## config.mk

```make
export PLATFORM = sky130hd
export DESIGN_NAME = adc_rate_keepalive_generator_top
export DESIGN_NICKNAME = d
export VERILOG_FILES = /design/src/hw/rtl/arkg_pkg.sv /design/src/hw/rtl/adc_rate_keepalive_generator_top.sv
export SDC_FILE = /design/constraint.sdc
export NUM_CORES = 1
export LEC_CHECK = 0
export ABC_AREA = 1
export BUFFER_PORTS_ARGS = -buffer_cell sky130_fd_sc_hd__buf_2
export CAP_MARGIN = 20
export CORE_ASPECT_RATIO = 1.4
export CORE_UTILIZATION = 60
export DETAILED_ROUTE_END_ITERATION = 16
export MAX_ROUTING_LAYER = met4
export PLACE_DENSITY_LB_ADDON = 0.05
export SLEW_MARGIN = 20
export SYNTH_ARGS = -nofsm -noshare
export SYNTH_HDL_FRONTEND = slang
export SYNTH_SLANG_ARGS = --single-unit
```

## constraint.sdc

```tcl
create_clock -name clk -period 7.5 [get_ports clk]
set_clock_uncertainty 0.15 [all_clocks]
set_input_delay 1.5 -clock clk [delete_from_list [all_inputs] [get_ports clk]]
set_output_delay 1.5 -clock clk [all_outputs]
set_load 0.005 [all_outputs]
```

## src/hw/rtl/arkg_pkg.sv

```systemverilog
`default_nettype none

package arkg_pkg;

  // Default build values
  localparam int unsigned LEVEL_COUNT_DEF = 7;
  localparam int unsigned ADC_BITS_DEF    = 12;

  // Fixed field widths
  localparam int unsigned SAMPLE_W = 12;
  localparam int unsigned LEVEL_W  = 4;   // holds any level up to sixteen levels
  localparam int unsigned CD_W     = 9;
  localparam int unsigned ALIVE_W  = 8;
  localparam int unsigned ELAPSED_W = 10;
  localparam int unsigned OUT_DATA_W = 16;

  localparam logic [ALIVE_W-1:0] ALIVE_MAX_RST = 8'd15;

  typedef logic [LEVEL_W-1:0]   level_t;
  typedef logic [CD_W-1:0]      countdown_t;
  typedef logic [ELAPSED_W-1:0] elapsed_t;

  typedef struct packed {
    logic                keepalive_fire;
    logic                led_lit;
    logic [2:0]          level_now;
    logic [ALIVE_W-1:0]  alive_value;
  } result_t;

  // Keepalive period per level; levels past six repeat the fastest entry
  function automatic countdown_t ka_period(input level_t lvl);
    countdown_t p;
    unique case (lvl)
      4'd0:    p = 9'd500;
      4'd1:    p = 9'd200;
      4'd2:    p = 9'd100;
      4'd3:    p = 9'd50;
      4'd4:    p = 9'd20;
      4'd5:    p = 9'd10;
      default: p = 9'd5;
    endcase
    return p;
  endfunction

  // Half of the LED full-cycle period per level
  function automatic elapsed_t led_half(input level_t lvl);
    elapsed_t h;
    unique case (lvl)
      4'd0:    h = 10'd750;
      4'd1:    h = 10'd500;
      4'd2:    h = 10'd400;
      4'd3:    h = 10'd300;
      4'd4:    h = 10'd200;
      4'd5:    h = 10'd150;
      default: h = 10'd100;
    endcase
    return h;
  endfunction

endpackage

`default_nettype wire

```

## src/hw/rtl/adc_rate_keepalive_generator_top.sv

```systemverilog
`default_nettype none
// Keepalive rate generator driven by a potentiometer ADC.
//
// in_*  : one transaction per scheduler tick. in_tuser flags a finished
//         conversion, in_tdata carries the 12-bit sample.
// out_* : exactly one transaction per tick with the keepalive flag, the
//         alive counter, the rate level and the LED drive after that tick.
// cfg_* : writes the largest alive counter value; always ready.
//
// The state advances at the input edge, where the result is registered into
// the output register, or into the skid register while the output stalls. One
// tick is taken every cycle while in_tready is high; the tick update is a single
// pass through small table lookups and counters between the state registers.
// A two-entry output buffer (output register plus skid register) lets a tick
// be taken while a result waits; in_tready drops only while the skid entry is
// full, and rises again once the receiver drains it.
// Reset: level 0, countdown 500, alive counter 0, LED on, alive maximum 15,
// output buffer empty.
module adc_rate_keepalive_generator_top #(
  parameter int unsigned LEVEL_COUNT = arkg_pkg::LEVEL_COUNT_DEF,
  parameter int unsigned ADC_BITS    = arkg_pkg::ADC_BITS_DEF
) (
  input  wire logic        clk,
  input  wire logic        rst_n,

  input  wire logic        in_tvalid,
  output logic             in_tready,
  input  wire logic [15:0] in_tdata,   // [11:0] adc_sample, [15:12] zero
  input  wire logic        in_tuser,   // [0] sample_valid

  output logic             out_tvalid,
  input  wire logic        out_tready,
  output logic [15:0]      out_tdata,  // [7:0] alive_value, [10:8] level_now,
                                       // [11] led_lit, [15:12] zero
  output logic             out_tuser,  // [0] keepalive_fire

  input  wire logic        cfg_valid,
  output logic             cfg_ready,
  input  wire logic [7:0]  cfg_data    // alive_counter_max
);

  localparam int unsigned SW = arkg_pkg::SAMPLE_W;
  localparam int unsigned PW = SW + 5;
  localparam logic [SW-1:0] SAMPLE_MASK =
    (ADC_BITS >= SW) ? {SW{1'b1}} : SW'((1 << ADC_BITS) - 1);
  localparam logic [PW-1:0] LEVELS_P = PW'(LEVEL_COUNT);
  localparam arkg_pkg::level_t LEVEL_TOP = arkg_pkg::LEVEL_W'(LEVEL_COUNT - 1);

  arkg_pkg::level_t     rate_level_r, rate_level_nxt;
  arkg_pkg::countdown_t countdown_r, countdown_nxt;
  logic [7:0]           alive_r, alive_nxt;
  logic [7:0]           alive_max_r;
  logic                 led_r, led_nxt;
  arkg_pkg::elapsed_t   elapsed_r, elapsed_nxt;

  logic                 out_valid_r, skid_valid_r;
  arkg_pkg::result_t    out_data_r, skid_data_r, result;

  logic                 in_acc;
  logic [PW-1:0]        product, scaled;
  arkg_pkg::level_t     lvl_map;
  logic                 restart, fire, wrap;
  arkg_pkg::countdown_t cd_a, cd_b;
  arkg_pkg::elapsed_t   el_a;
  logic                 led_a;

  assign in_tready = !skid_valid_r;
  assign in_acc    = in_tvalid && in_tready;
  assign cfg_ready = 1'b1;

  // Level mapping: (sample * levels) >> ADC_BITS, clamped to the top level
  always_comb begin
    product = PW'(in_tdata[SW-1:0] & SAMPLE_MASK) * LEVELS_P;
    scaled  = product >> ADC_BITS;
    if (scaled >= LEVELS_P) begin
      lvl_map = LEVEL_TOP;
    end else begin
      lvl_map = scaled[arkg_pkg::LEVEL_W-1:0];
    end
  end

  always_comb begin
    restart        = in_tuser && (lvl_map != rate_level_r);
    rate_level_nxt = restart ? lvl_map : rate_level_r;

    cd_a = restart ? arkg_pkg::ka_period(lvl_map) : countdown_r;
    cd_b = (cd_a != '0) ? cd_a - 1'b1 : cd_a;
    fire = (cd_b == '0);
    countdown_nxt = fire ? arkg_pkg::ka_period(rate_level_nxt) : cd_b;

    alive_nxt = alive_r;
    if (fire) begin
      alive_nxt = (alive_r >= alive_max_r) ? 8'd0 : alive_r + 8'd1;
    end

    el_a  = restart ? '0 : elapsed_r + 1'b1;
    led_a = restart ? 1'b1 : led_r;
    wrap  = (el_a >= arkg_pkg::led_half(rate_level_nxt));
    elapsed_nxt = wrap ? '0 : el_a;
    led_nxt     = led_a ^ wrap;

    result.keepalive_fire = fire;
    result.alive_value    = alive_nxt;
    result.level_now      = rate_level_nxt[2:0];
    result.led_lit        = led_nxt;
  end

  always_ff @(posedge clk) begin
    if (!rst_n) begin
      rate_level_r <= '0;
      countdown_r  <= arkg_pkg::ka_period('0);
      alive_r      <= '0;
      led_r        <= 1'b1;
      elapsed_r    <= '0;
      alive_max_r  <= arkg_pkg::ALIVE_MAX_RST;
    end else begin
      if (cfg_valid && cfg_ready) begin
        alive_max_r <= cfg_data;
      end
      if (in_acc) begin
        rate_level_r <= rate_level_nxt;
        countdown_r  <= countdown_nxt;
        alive_r      <= alive_nxt;
        led_r        <= led_nxt;
        elapsed_r    <= elapsed_nxt;
      end
    end
  end

  // Output register with skid entry
  always_ff @(posedge clk) begin
    if (!rst_n) begin
      out_valid_r  <= 1'b0;
      skid_valid_r <= 1'b0;
    end else if (!out_valid_r || out_tready) begin
      if (skid_valid_r) begin
        out_valid_r  <= 1'b1;
        skid_valid_r <= 1'b0;
      end else begin
        out_valid_r  <= in_acc;
      end
    end else if (in_acc) begin
      skid_valid_r <= 1'b1;
    end
  end

  always_ff @(posedge clk) begin
    if (!out_valid_r || out_tready) begin
      if (skid_valid_r) begin
        out_data_r <= skid_data_r;
      end else if (in_acc) begin
        out_data_r <= result;
      end
    end else if (in_acc) begin
      skid_data_r <= result;
    end
  end

  assign out_tvalid = out_valid_r;
  assign out_tuser  = out_data_r.keepalive_fire;
  assign out_tdata  = {4'd0, out_data_r.led_lit, out_data_r.level_now,
                       out_data_r.alive_value};

  // Skid entry only fills behind a stalled output register
  a_skid_behind_out: assert property (@(posedge clk) disable iff (!rst_n)
    skid_valid_r |-> out_valid_r)
    else $error("skid entry valid with empty output register");

  a_level_range: assert property (@(posedge clk) disable iff (!rst_n)
    rate_level_r <= LEVEL_TOP)
    else $error("rate level beyond top level");

  // Countdown is reloaded on reaching zero, so it never rests there
  a_countdown_live: assert property (@(posedge clk) disable iff (!rst_n)
    countdown_r != '0)
    else $error("keepalive countdown stuck at zero");

  a_led_phase: assert property (@(posedge clk) disable iff (!rst_n)
    elapsed_r < arkg_pkg::led_half(rate_level_r))
    else $error("LED phase counter passed half period");

  // A tick taken with room in the output register shows up next cycle
  a_result_follows: assert property (@(posedge clk) disable iff (!rst_n)
    (in_acc && (!out_valid_r || out_tready)) |=> out_valid_r)
    else $error("accepted tick produced no result");

endmodule

`default_nettype wire
```

==> results of run 1 <==
[worst paths after layout]
kind,startpoint,end,slack (ps)
setup / recovery,in_tdata[9],elapsed_r[1]$_SDFFE_PN0P_,670
hold / removal,alive_max_r[7]$_SDFFE_PN0P_,alive_max_r[7]$_SDFFE_PN0P_,320
setup reg to reg,rate_level_r[2]$_SDFFE_PN0P_,elapsed_r[1]$_SDFFE_PN0P_,3110
hold reg to reg,alive_max_r[7]$_SDFFE_PN0P_,alive_max_r[7]$_SDFFE_PN0P_,320
[cell type report]
cell class,count,area share
Multi-Input combinational cell,496,0.524
Timing Repair Buffer,45,0.0439
Clock inverter,4,0.00879
Sequential cell,68,0.300
Tap cell,100,0.0231
Inverter,103,0.0715
Clock buffer,12,0.0289
[per-stage QoR]
| step | setup WS, ps | util | hold slack (ps) | instance area, um^2 |
|---|---|---|---|---|
| final | 672 | 0.685 | 322 | 5410 |
| after global routing | 140 | 0.685 | 348 | 5410 |
| after CTS | 694 | 0.685 | 324 | 5410 |
| after global placement | 495 | 0.659 | 301 | 5200 |
| after floorplan | 1380 | - | 283 | 4980 |
| after detailed placement | 365 | 0.659 | 313 | 5200 |
[sequential cells by signal, summed over array words and instances (netlist names), 4 cells and up]
register      count
elapsed_r        10
alive_r           8
out_tdata        12
countdown_r       9
alive_max_r       8
skid_data_r      13
rate_level_r      4
[critical path: cells and delay by family]
family	cells	cell delay (ps)
and+or+nand+nor	15	2070
buffers and inverters	4	490
AOI/OAI and AO/OA	9	1710
adders and majority gates	3	1160
[layer usage]
layer	wire length, um	vias to the layer above	GRT usage
met5	0	-	-
met2	5480	108	0.519
met3	426	25	0.0365
met4	339	0	0.135
met1	4420	2007	0.300
li1	-	2284	-
[cells in the final DEF (no fill, tap or decap), types with 5 or more instances in the layout]
cell / instances
a21oi_1: 58
a31oi_1: 5
buf_2: 40
buf_4: 5
clkbuf_8: 9
conb_1: 5
dfxtp_1: 42
edfxtp_1: 26
fa_1: 11
ha_1: 33
inv_1: 100
nand2_1: 172
nand2_2: 18
nand3_1: 43
nand4_1: 9
nor2_1: 49
nor3_1: 9
o21ai_0: 22
o21ai_1: 22
xor2_1: 5
[kinds of logic after synthesis]
logic type	Yosys count	share of synthesized area
adder cells (fa/ha/maj)	44	0.127
other	2	0.00151
flip-flops	68	0.327
XOR/XNOR	9	0.0159
AND/OR/NAND/NOR	322	0.300
AO/OA/AOI/OAI	116	0.123
buffers and inverters	127	0.106
[power by group]
part | total, mW | switching (mW) | internal, mW
combinational | 0.390 | 0.256 | 0.134
clock | 0.314 | 0.141 | 0.173
sequential | 0.426 | 0.0140 | 0.412
==> tab_implementation.tex, run 1 <==
\begin{tabular}{lr}
\hline
Metric & Value \\
\hline
\multicolumn{2}{l}{\textbf{Placed design}} \\
\quad Number of placed instances with taps included & slightly above 800 \\
\quad Final weighted congestion in routability-driven placement & 0.895 \\
\quad Total half-perimeter wirelength after legalization and detailed placement & 8.30 mm \\
\quad Port buffer count & 40 \\
\multicolumn{2}{l}{\textbf{Synthesis}} \\
\quad Count of state elements after synthesis & between 60 and 70 \\
\quad Synth top cells by count & nand2\_1 (172), inv\_1 (101), a21oi\_1 (58) \\
\quad Count of distinct cell types in the synthesized netlist & 40 \\
\quad Post-synth EDFFs & 26 \\
\quad Post-synthesis average cell area & 7.22 um\^{}2 \\
\quad Post-Synthesis Cells & 688 \\
\quad Count of warnings emitted by yosys & 0 \\
\quad Cell types with the largest area share after synthesis & dfxtp\_1 (17\%), edfxtp\_1 (16\%), nand2\_1 (13\%) \\
\quad Register area share after synthesis & 0.327 \\
\quad Share of flip-flops with an asynchronous set or reset & 0 \\
\quad Most used flip-flop cell after synthesis & dfxtp\_1 \\
\quad Largest area contributor in the netlist & dfxtp\_1 \\
\quad Area share of the largest cell type after synthesis & 0.169 \\
\quad Summed instance area of the synthesized netlist & 4970 um\^{}2 \\
\quad Most frequent cell after synthesis & nand2\_1 \\
\multicolumn{2}{l}{\textbf{Layout}} \\
\quad Post-layout net count & 797 \\
\quad Final cell count without fillers & 828 \\
\quad Combined area of the multi-input logic cells & 2840 um\^{}2 \\
\quad Antenna diodes & 0 \\
\quad Signed area change from the synthesized netlist to the final layout & 8.94\% \\
\quad Area occupied by registers & 1620 um\^{}2 \\
\quad Filler cell count & about 690 \\
\quad Fraction of final layout cells with drive strength greater than 1 & 0.130 \\
\multicolumn{2}{l}{\textbf{Timing}} \\
\quad Min cycle time layout & 6830 ps \\
\quad Post-route clock period utilization & 0.910 \\
\quad Final hold violations & 0 \\
\quad Setup total negative slack & 0 ps \\
\quad Setup repair after global routing missed its margin & no \\
\quad Peak Freq & 146 MHz \\
\quad Worst relative slew slack & 0.342 \\
\quad Total setup violations reported at the end of the flow & 0 \\
\quad Worst Max-Slew Pin Slew & 981 ps \\
\quad Total count of max-transition violations in the final report & 0 \\
\multicolumn{2}{l}{\textbf{Detailed routing}} \\
\quad Number of antenna-violating nets in the routed design & 0 \\
\quad Post-detailed-routing wire length & 10.7 mm \\
\quad Detailed Routing Iterations Pass 1 & 5 \\
\quad Initial drt markers & 200 \\
\quad Mean number of vias per cell & 5.34 \\
\quad Total vias in the final route & 4424 \\
\quad DRC violations left & 0 \\
\quad Routed wirelength normalized by instance count & 12.9 um \\
\multicolumn{2}{l}{\textbf{Setup path}} \\
\quad Crit path required time & approximately 7600 ps \\
\quad Highest-delay cell along the critical path & nor2\_1 \\
\quad Critical path launch point type & input pin \\
\quad Signal arrival time at the worst endpoint & 6930 ps \\
\quad Worst-case reg-to-reg path depth & 21 \\
\quad Crit path kind & in -> reg \\
\quad Worst-path maximum fanout & 10 \\
\quad Crit path capture type & flop \\
\quad Worst stage delay on the critical path & 540 ps \\
\multicolumn{2}{l}{\textbf{Global route}} \\
\quad GR Util All Layers & 0.283 \\
\quad Pin count of the biggest net entering global routing & 39 \\
\quad Global route overflow & 0 \\
\quad Global-route wire length before repair & 18.5 mm \\
\quad Via count of the first global-routing pass & 4250 \\
\quad Initial antenna violation count & 0 \\
\multicolumn{2}{l}{\textbf{Die}} \\
\quad Die height & 110 um \\
\quad \# IOs & 50 \\
\quad Starting density of the core & 0.629 \\
\quad Number of placement rows & 38 \\
\quad Core Area & slightly below 8000 um\^{}2 \\
\quad Floorplan die width & 78.9 um \\
\quad Die Outline Area & 8650 um\^{}2 \\
\multicolumn{2}{l}{\textbf{Outcome}} \\
\quad Run status & finished, final reports clean \\
\multicolumn{2}{l}{\textbf{Clock network}} \\
\quad Total clock buffers created by CTS & 9 \\
\quad CTS sink cnt & 68 \\
\quad Number of buffers on the longest clock path & 2 \\
\quad Resize count post-CTS & 0 \\
\quad Cell chosen for the clock root & clkbuf\_8 \\
\quad Clock-pin slew on the worst setup and hold paths & 70 ps \\
\quad Buffers inserted during post-CTS setup optimization & 0 \\
\quad Clock tree from TritonCTS & built \\
\quad Clock latency reported for the late side of the worst-skew pair & 360 ps \\
\quad Count of H-tree levels built during CTS & 3 \\
\quad Number of buffers inserted for hold repair after clock tree synthesis & 0 \\
\multicolumn{2}{l}{\textbf{Pwr}} \\
\quad Power consumption & 1.13 mW \\
\quad PwrDens & 209 nW/um\^{}2 \\
\quad Largest voltage drop on the vdd net & around 130 uV \\
\quad Static leakage power & 2.64 nW \\
\multicolumn{2}{l}{\textbf{Hold path}} \\
\quad Path type of the worst min-delay path & reg -> reg \\
\quad Number of cells on the worst hold path & 2 \\
\multicolumn{2}{l}{\textbf{Flow run}} \\
\quad Max\_cap viols & 0 \\
\hline
\end{tabular}
No activity file was read; power rests on OpenSTA's default activity.
==> run 2: changes to the inputs <==
CORE_UTILIZATION = 45   (was 60)
CTS_CLUSTER_SIZE = 40   (was unset)
clock period = 6.5 ns   (was 7.5 ns; I/O delays follow)
==> run 2 against run 1 <==
  * Critical path depth unchanged
  * Clock power increased by 45%
  * Critical path type unchanged
  * Largest cell class unchanged
  * Clock-buffer cell count decreased by 2
  * Sequential share of layout area decreased by 1.2 points
  * Cell count increased by 5.8%
  * Routed wire length increased by 4.3%
  * Register-to-register slack got worse by 430 ps
==> tab_implementation.tex, run 2 (same netlist as run 1, synthesis figures left out) <==
\begin{tabular}{lr}
\hline
Metric & Value \\
\hline
\multicolumn{2}{l}{\textbf{Placed design}} \\
\quad Total half-perimeter wirelength after legalization and detailed placement & 8.63 mm \\
\quad Number of placed instances with taps included & 860 \\
\quad Worst setup slack before clock tree synthesis & -44.8 ps \\
\quad Final weighted congestion in routability-driven placement & 0.873 \\
\quad Port buffer count & 40 \\
\multicolumn{2}{l}{\textbf{Detailed routing}} \\
\quad DRC violations left & 0 \\
\quad Mean number of vias per cell & slightly below 5 \\
\quad Total vias in the final route & 4349 \\
\quad Routed wirelength normalized by instance count & 12.7 um \\
\quad Post-detailed-routing wire length & 11.1 mm \\
\quad Initial drt markers & about 240 \\
\quad Number of antenna-violating nets in the routed design & 0 \\
\quad Detailed Routing Iterations Pass 1 & 4 \\
\multicolumn{2}{l}{\textbf{Pwr}} \\
\quad PwrDens & 251 nW/um\^{}2 \\
\quad Power consumption & 1.41 mW \\
\quad Largest voltage drop on the vdd net & around 130 uV \\
\quad Static leakage power & 2.73 nW \\
\multicolumn{2}{l}{\textbf{Flow run}} \\
\quad Max\_cap viols & 0 \\
\multicolumn{2}{l}{\textbf{Setup path}} \\
\quad Crit path capture type & flop \\
\quad Critical path launch point type & input pin \\
\quad Most used cell, CP & nand2\_1 \\
\quad Crit path required time & 6440 ps \\
\quad Highest-delay cell along the critical path & fa\_1 \\
\quad Buffers \& Inverters on Critical Path & 4 \\
\quad Gate family responsible for the most delay along the worst path & compound AO/OA/AOI/OAI gates \\
\quad Worst stage delay on the critical path & 490 ps \\
\quad Signal arrival time at the worst endpoint & 5970 ps \\
\quad Worst-path maximum fanout & 6 \\
\quad Crit path kind & in -> reg \\
\multicolumn{2}{l}{\textbf{Layout}} \\
\quad Register with the highest flop count & skid\_data\_r \\
\quad Most used cells in the layout excluding fill and tap cells & nand2\_1 (172), inv\_1 (101), a21oi\_1 (57) \\
\quad Most frequent standard cell in the layout excluding fill and tap cells & nand2\_1 \\
\quad Antenna diodes & 0 \\
\quad Area occupied by registers & 1620 um\^{}2 \\
\quad Post-layout net count & 804 \\
\quad Max FFs per register & 13 \\
\quad Combined area of the multi-input logic cells & 2850 um\^{}2 \\
\quad Filler cell count & between 1000 and 1500 \\
\quad Signed area change from the synthesized netlist to the final layout & 13.3\% \\
\quad Final cell count without fillers & just under 900 \\
\quad Post-layout util & 0.520 \\
\quad Fraction of final layout cells with drive strength greater than 1 & 0.144 \\
\multicolumn{2}{l}{\textbf{Timing}} \\
\quad Setup repair after global routing missed its margin & no \\
\quad Post-route clock period utilization & 0.929 \\
\quad Total count of max-transition violations in the final report & 0 \\
\quad Post-route setup slack & roughly 460 ps \\
\quad Peak Freq & 166 MHz \\
\quad Final hold violations & 0 \\
\quad Worst relative slew slack & 0.574 \\
\quad Min cycle time layout & 6040 ps \\
\quad Worst Max-Slew Pin Slew & 638 ps \\
\quad Total setup violations reported at the end of the flow & 0 \\
\quad Setup total negative slack & 0 ps \\
\multicolumn{2}{l}{\textbf{Clock network}} \\
\quad Number of buffers on the longest clock path & 2 \\
\quad Clock latency reported for the late side of the worst-skew pair & 330 ps \\
\quad Number of buffers inserted for hold repair after clock tree synthesis & 0 \\
\quad Cell chosen for the clock root & clkbuf\_16 \\
\quad Total clock buffers created by CTS & 9 \\
\quad CTS sink cnt & 68 \\
\quad Count of H-tree levels built during CTS & 3 \\
\quad Clock tree from TritonCTS & built \\
\quad Clock-pin slew on the worst setup and hold paths & 60 ps \\
\multicolumn{2}{l}{\textbf{Global route}} \\
\quad GR Util All Layers & 0.213 \\
\quad Global-route wire length before repair & 19.2 mm \\
\quad Via count of the first global-routing pass & just over 4000 \\
\quad Pin count of the biggest net entering global routing & 25 \\
\quad Global route overflow & 0 \\
\quad Initial antenna violation count & 0 \\
\multicolumn{2}{l}{\textbf{Die}} \\
\quad Core Area & 10800 um\^{}2 \\
\quad Die height & 126 um \\
\quad Number of placement rows & 45 \\
\quad Floorplan die width & 90.8 um \\
\quad \# IOs & 50 \\
\quad Die Outline Area & $\sim$11000 um\^{}2 \\
\quad Starting density of the core & 0.459 \\
\multicolumn{2}{l}{\textbf{Outcome}} \\
\quad Run status & finished, final reports clean \\
\multicolumn{2}{l}{\textbf{Hold path}} \\
\quad Path type of the worst min-delay path & reg -> reg \\
\hline
\end{tabular}
==> run 2: cell types whose count changed in the layout (fill, tap and decap cells not counted), moves of 2 or more <==
cell       delta
clkbuf_16     +8
clkbuf_8      -8
buf_4         +6
clkbuf_1      -2
clkinv_4      +2
==> run 2: per-stage QoR <==
step	instance area, um^2	hold WS [ps]
after CTS	5600	318
after floorplan	4980	283
after global routing	5630	338
after global placement	5300	302
after detailed placement	5330	309
final	5630	316
==> run 2: area by class of cell <==
class,instances,share of cell area
multi-input combinational,496,0.507
clock inverter,6,0.00712
tap,141,0.0314
timing repair buffer,52,0.0551
inverter,103,0.0687
clock buffer,10,0.0425
sequential,68,0.288
==> run 2: power by group <==
group / switching [mW] / internal [mW] / leakage [nW]
Clock: 0.188 / 0.268 / 0.138
Sequential: 0.0156 / 0.476 / 0.593
Combinational: 0.303 / 0.164 / 1.99
==> run 2: final timing paths <==
kind                                                   start                          end  slack, ps  depth (start not counted)
worst max-delay path                             in_tdata[9]      out_tdata[11]$_DFFE_PP_        460                         31
worst min-delay path             alive_max_r[7]$_SDFFE_PN0P_  alive_max_r[7]$_SDFFE_PN0P_        320                          2
worst max register to register  rate_level_r[2]$_SDFFE_PN0P_      out_tdata[11]$_DFFE_PP_       2680                         21
worst min register to register   alive_max_r[7]$_SDFFE_PN0P_  alive_max_r[7]$_SDFFE_PN0P_        320                          2
==> run 2: worst min-delay path, stage by stage (launching register included) <==
cell,delay (ps)
dfxtp_1,290
inv_1,60
a21oi_1,60
==> run 2: timing repair <==
item,CTS,global route
resized for setup,0,4
setup buffers,0,0
endpoints found under the setup margin,0,13
==> run 2: routing by layer <==
layer	up-vias	share of wire	GRT usage	routed length, um
li1	2294	-	-	-
met1	1977	0.45	0.262	5020
met2	65	0.51	0.361	5660
met3	13	0.026	0.0354	290
met4	0	0.014	0.0626	153
met5	-	0	-	0
==> run 3: changes to the inputs <==
CORE_ASPECT_RATIO = 0.75   (was 1.4)
==> run 3 against run 2 <==
  * Maximum frequency grew 0.50%
  * Sequential power is essentially flat
  * Die area is essentially flat
  * Global-route usage grew 1.5 points
  * Core utilization grew 1.6 points
  * Sequential share of layout area is essentially flat
  * Largest cell class unchanged
  * Highest routed layer unchanged
==> tab_implementation.tex, run 3 (same netlist as run 1, synthesis figures left out) <==
\begin{tabular}{lr}
\hline
Metric & Value \\
\hline
\multicolumn{2}{l}{\textbf{Outcome}} \\
\quad Run status & finished, final reports clean \\
\multicolumn{2}{l}{\textbf{Timing}} \\
\quad Worst Max-Slew Pin Slew & between 700 and 800 ps \\
\quad Final-layout worst hold slack & 318 ps \\
\quad Worst relative slew slack & 0.492 \\
\quad Post-route setup slack & 494 ps \\
\quad Total count of max-transition violations in the final report & 0 \\
\quad Setup repair after global routing missed its margin & no \\
\quad Post-route clock period utilization & 0.924 \\
\quad Total setup violations reported at the end of the flow & 0 \\
\quad Final hold violations & 0 \\
\quad Setup total negative slack & 0 ps \\
\quad Peak Freq & $\sim$170 MHz \\
\quad Min cycle time layout & 6010 ps \\
\multicolumn{2}{l}{\textbf{Setup path}} \\
\quad Crit path capture type & flop \\
\quad Worst-case reg-to-reg path depth & 21 \\
\quad Setup slack, reg-to-reg & around 2700 ps \\
\quad Reg-to-Reg Start & rate\_level\_r[2]\$\_SDFFE\_PN0P\_ \\
\quad CP Launch Point & in\_tdata[7] \\
\quad R2R Path End & out\_tdata[11]\$\_DFFE\_PP\_ \\
\quad Crit path kind & in -> reg \\
\quad Crit path required time & 6430 ps \\
\quad Signal arrival time at the worst endpoint & 5940 ps \\
\quad Worst-path maximum fanout & 6 \\
\quad Critical path launch point type & input pin \\
\multicolumn{2}{l}{\textbf{Detailed routing}} \\
\quad Initial drt markers & between 300 and 400 \\
\quad Post-detailed-routing wire length & between 10 and 15 mm \\
\quad Total vias in the final route & 4454 \\
\quad Mean number of vias per cell & 5.11 \\
\quad Number of antenna-violating nets in the routed design & 0 \\
\quad DRC violations left & 0 \\
\quad Routed wirelength normalized by instance count & 13.3 um \\
\quad Detailed Routing Iterations Pass 1 & 4 \\
\multicolumn{2}{l}{\textbf{Layout}} \\
\quad Fraction of final layout cells with drive strength greater than 1 & 0.143 \\
\quad Most frequent standard cell in the layout excluding fill and tap cells & nand2\_1 \\
\quad Most used cells in the layout excluding fill and tap cells & nand2\_1 (172), inv\_1 (101), a21oi\_1 (57) \\
\quad Register with the highest flop count & skid\_data\_r \\
\quad Antenna diodes & 0 \\
\quad Max FFs per register & 13 \\
\quad Signed area change from the synthesized netlist to the final layout & 13.4\% \\
\quad Post-layout net count & 805 \\
\multicolumn{2}{l}{\textbf{Die}} \\
\quad Number of placement rows & 32 \\
\quad Die Outline Area & roughly 11000 um\^{}2 \\
\quad Core Area & between 10000 and 15000 um\^{}2 \\
\quad \# IOs & 50 \\
\quad Die height & 93.0 um \\
\quad Floorplan die width & 123 um \\
\quad Starting density of the core & 0.473 \\
\multicolumn{2}{l}{\textbf{Clock network}} \\
\quad CTS sink cnt & 68 \\
\quad Clock latency reported for the late side of the worst-skew pair & 330 ps \\
\quad Clock tree from TritonCTS & built \\
\quad Number of buffers inserted for hold repair after clock tree synthesis & 0 \\
\quad Clock-pin slew on the worst setup and hold paths & 60 ps \\
\quad Number of buffers on the longest clock path & 2 \\
\quad Buffers inserted during post-CTS setup optimization & 0 \\
\quad Cell chosen for the clock root & clkbuf\_16 \\
\quad Total clock buffers created by CTS & 9 \\
\quad Resize count post-CTS & 0 \\
\quad Count of H-tree levels built during CTS & 3 \\
\multicolumn{2}{l}{\textbf{Placed design}} \\
\quad Worst setup slack before clock tree synthesis & 26.4 ps \\
\quad Port buffer count & 40 \\
\quad Total half-perimeter wirelength after legalization and detailed placement & 8.99 mm \\
\quad Final weighted congestion in routability-driven placement & 0.901 \\
\multicolumn{2}{l}{\textbf{Global route}} \\
\quad Via count of the first global-routing pass & approximately 4000 \\
\quad Pin count of the biggest net entering global routing & 24 \\
\quad Initial antenna violation count & 0 \\
\quad GR Util All Layers & 0.229 \\
\quad Global-route wire length before repair & 19.6 mm \\
\quad Global route overflow & 0 \\
\multicolumn{2}{l}{\textbf{Pwr}} \\
\quad Static leakage power & 2.73 nW \\
\quad PwrDens & 257 nW/um\^{}2 \\
\quad Largest voltage drop on the vdd net & 181 uV \\
\multicolumn{2}{l}{\textbf{Hold path}} \\
\quad Min-delay src & elapsed\_r[3]\$\_SDFFE\_PN0P\_ \\
\quad Number of cells on the worst hold path & 2 \\
\quad Endpoint with the worst hold slack & elapsed\_r[3]\$\_SDFFE\_PN0P\_ \\
\quad Path type of the worst min-delay path & reg -> reg \\
\multicolumn{2}{l}{\textbf{Flow run}} \\
\quad Max\_cap viols & 0 \\
\hline
\end{tabular}
==> run 3: critical path: stages <==
cell	delay [ps]
buf_2	130
fa_1	470
ha_1	340
a21oi_1	220
a21oi_1	100
nor2_1	160
nand2_1	160
nand3_2	170
nand2_4	90
nand2_2	80
nand2_4	70
a21oi_2	230
nand2_1	80
o21ai_1	190
nor2_1	100
a21oi_1	220
inv_1	140
o21ai_1	160
ha_1	290
nand2_1	80
inv_1	40
o21bai_1	120
a21oi_1	80
a2111oi_1	330
o41ai_1	220
xnor2_1	220
nand2_1	100
nand2_1	60
==> run 3: stage by stage <==
stage / util / cell area [um^2] / std cells / power [mW]
finish: 0.537 / 5630 / 872 / 1.45
floorplan: - / 4980 / 691 / 0.843
detailed placement: 0.508 / 5330 / 856 / 0.971
global route: 0.537 / 5630 / 872 / 1.55
CTS: 0.536 / 5620 / 872 / 1.45
global placement: 0.505 / 5300 / 855 / 0.956
==> run 3: per-layer routing <==
layer / GRT usage / share of wire / up-vias
met5: - / 0 / -
met4: 0.0392 / 0.0077 / 0
met3: 0.0530 / 0.066 / 13
met2: 0.302 / 0.38 / 123
met1: 0.351 / 0.54 / 2007
li1: - / - / 2311
==> run 3: worst max path at each step <==
| stage | cells after the start | end |
|---|---|---|
| after floorplan | 31 | elapsed_r[1]$_SDFFE_PN0P_ |
| after global placement | 30 | out_tdata[11]$_DFFE_PP_ |
| after detailed placement | 31 | out_tdata[11]$_DFFE_PP_ |
| after CTS | 30 | out_tdata[11]$_DFFE_PP_ |
| after global routing | 29 | out_tdata[11]$_DFFE_PP_ |
| final | 28 | out_tdata[11]$_DFFE_PP_ |
==> run 3: area by class of cell <==
| cell class | instances | area [um^2] |
|---|---|---|
| Clock buffer | 9 | 225 |
| Clock inverter | 7 | 67.6 |
| Fill cell | 1066 | 4860 |
| Inverter | 103 | 387 |
| Multi-Input combinational cell | 496 | 2840 |
| Sequential cell | 68 | 1620 |
| Tap cell | 136 | 170 |
| Timing Repair Buffer | 53 | 318 |
==> run 3: where the power goes <==
group	leakage [nW]	switching [mW]	internal, mW	total, mW
Clock	0.139	0.185	0.295	0.479
Sequential	0.593	0.0171	0.476	0.493
Combinational	2.00	0.307	0.167	0.474
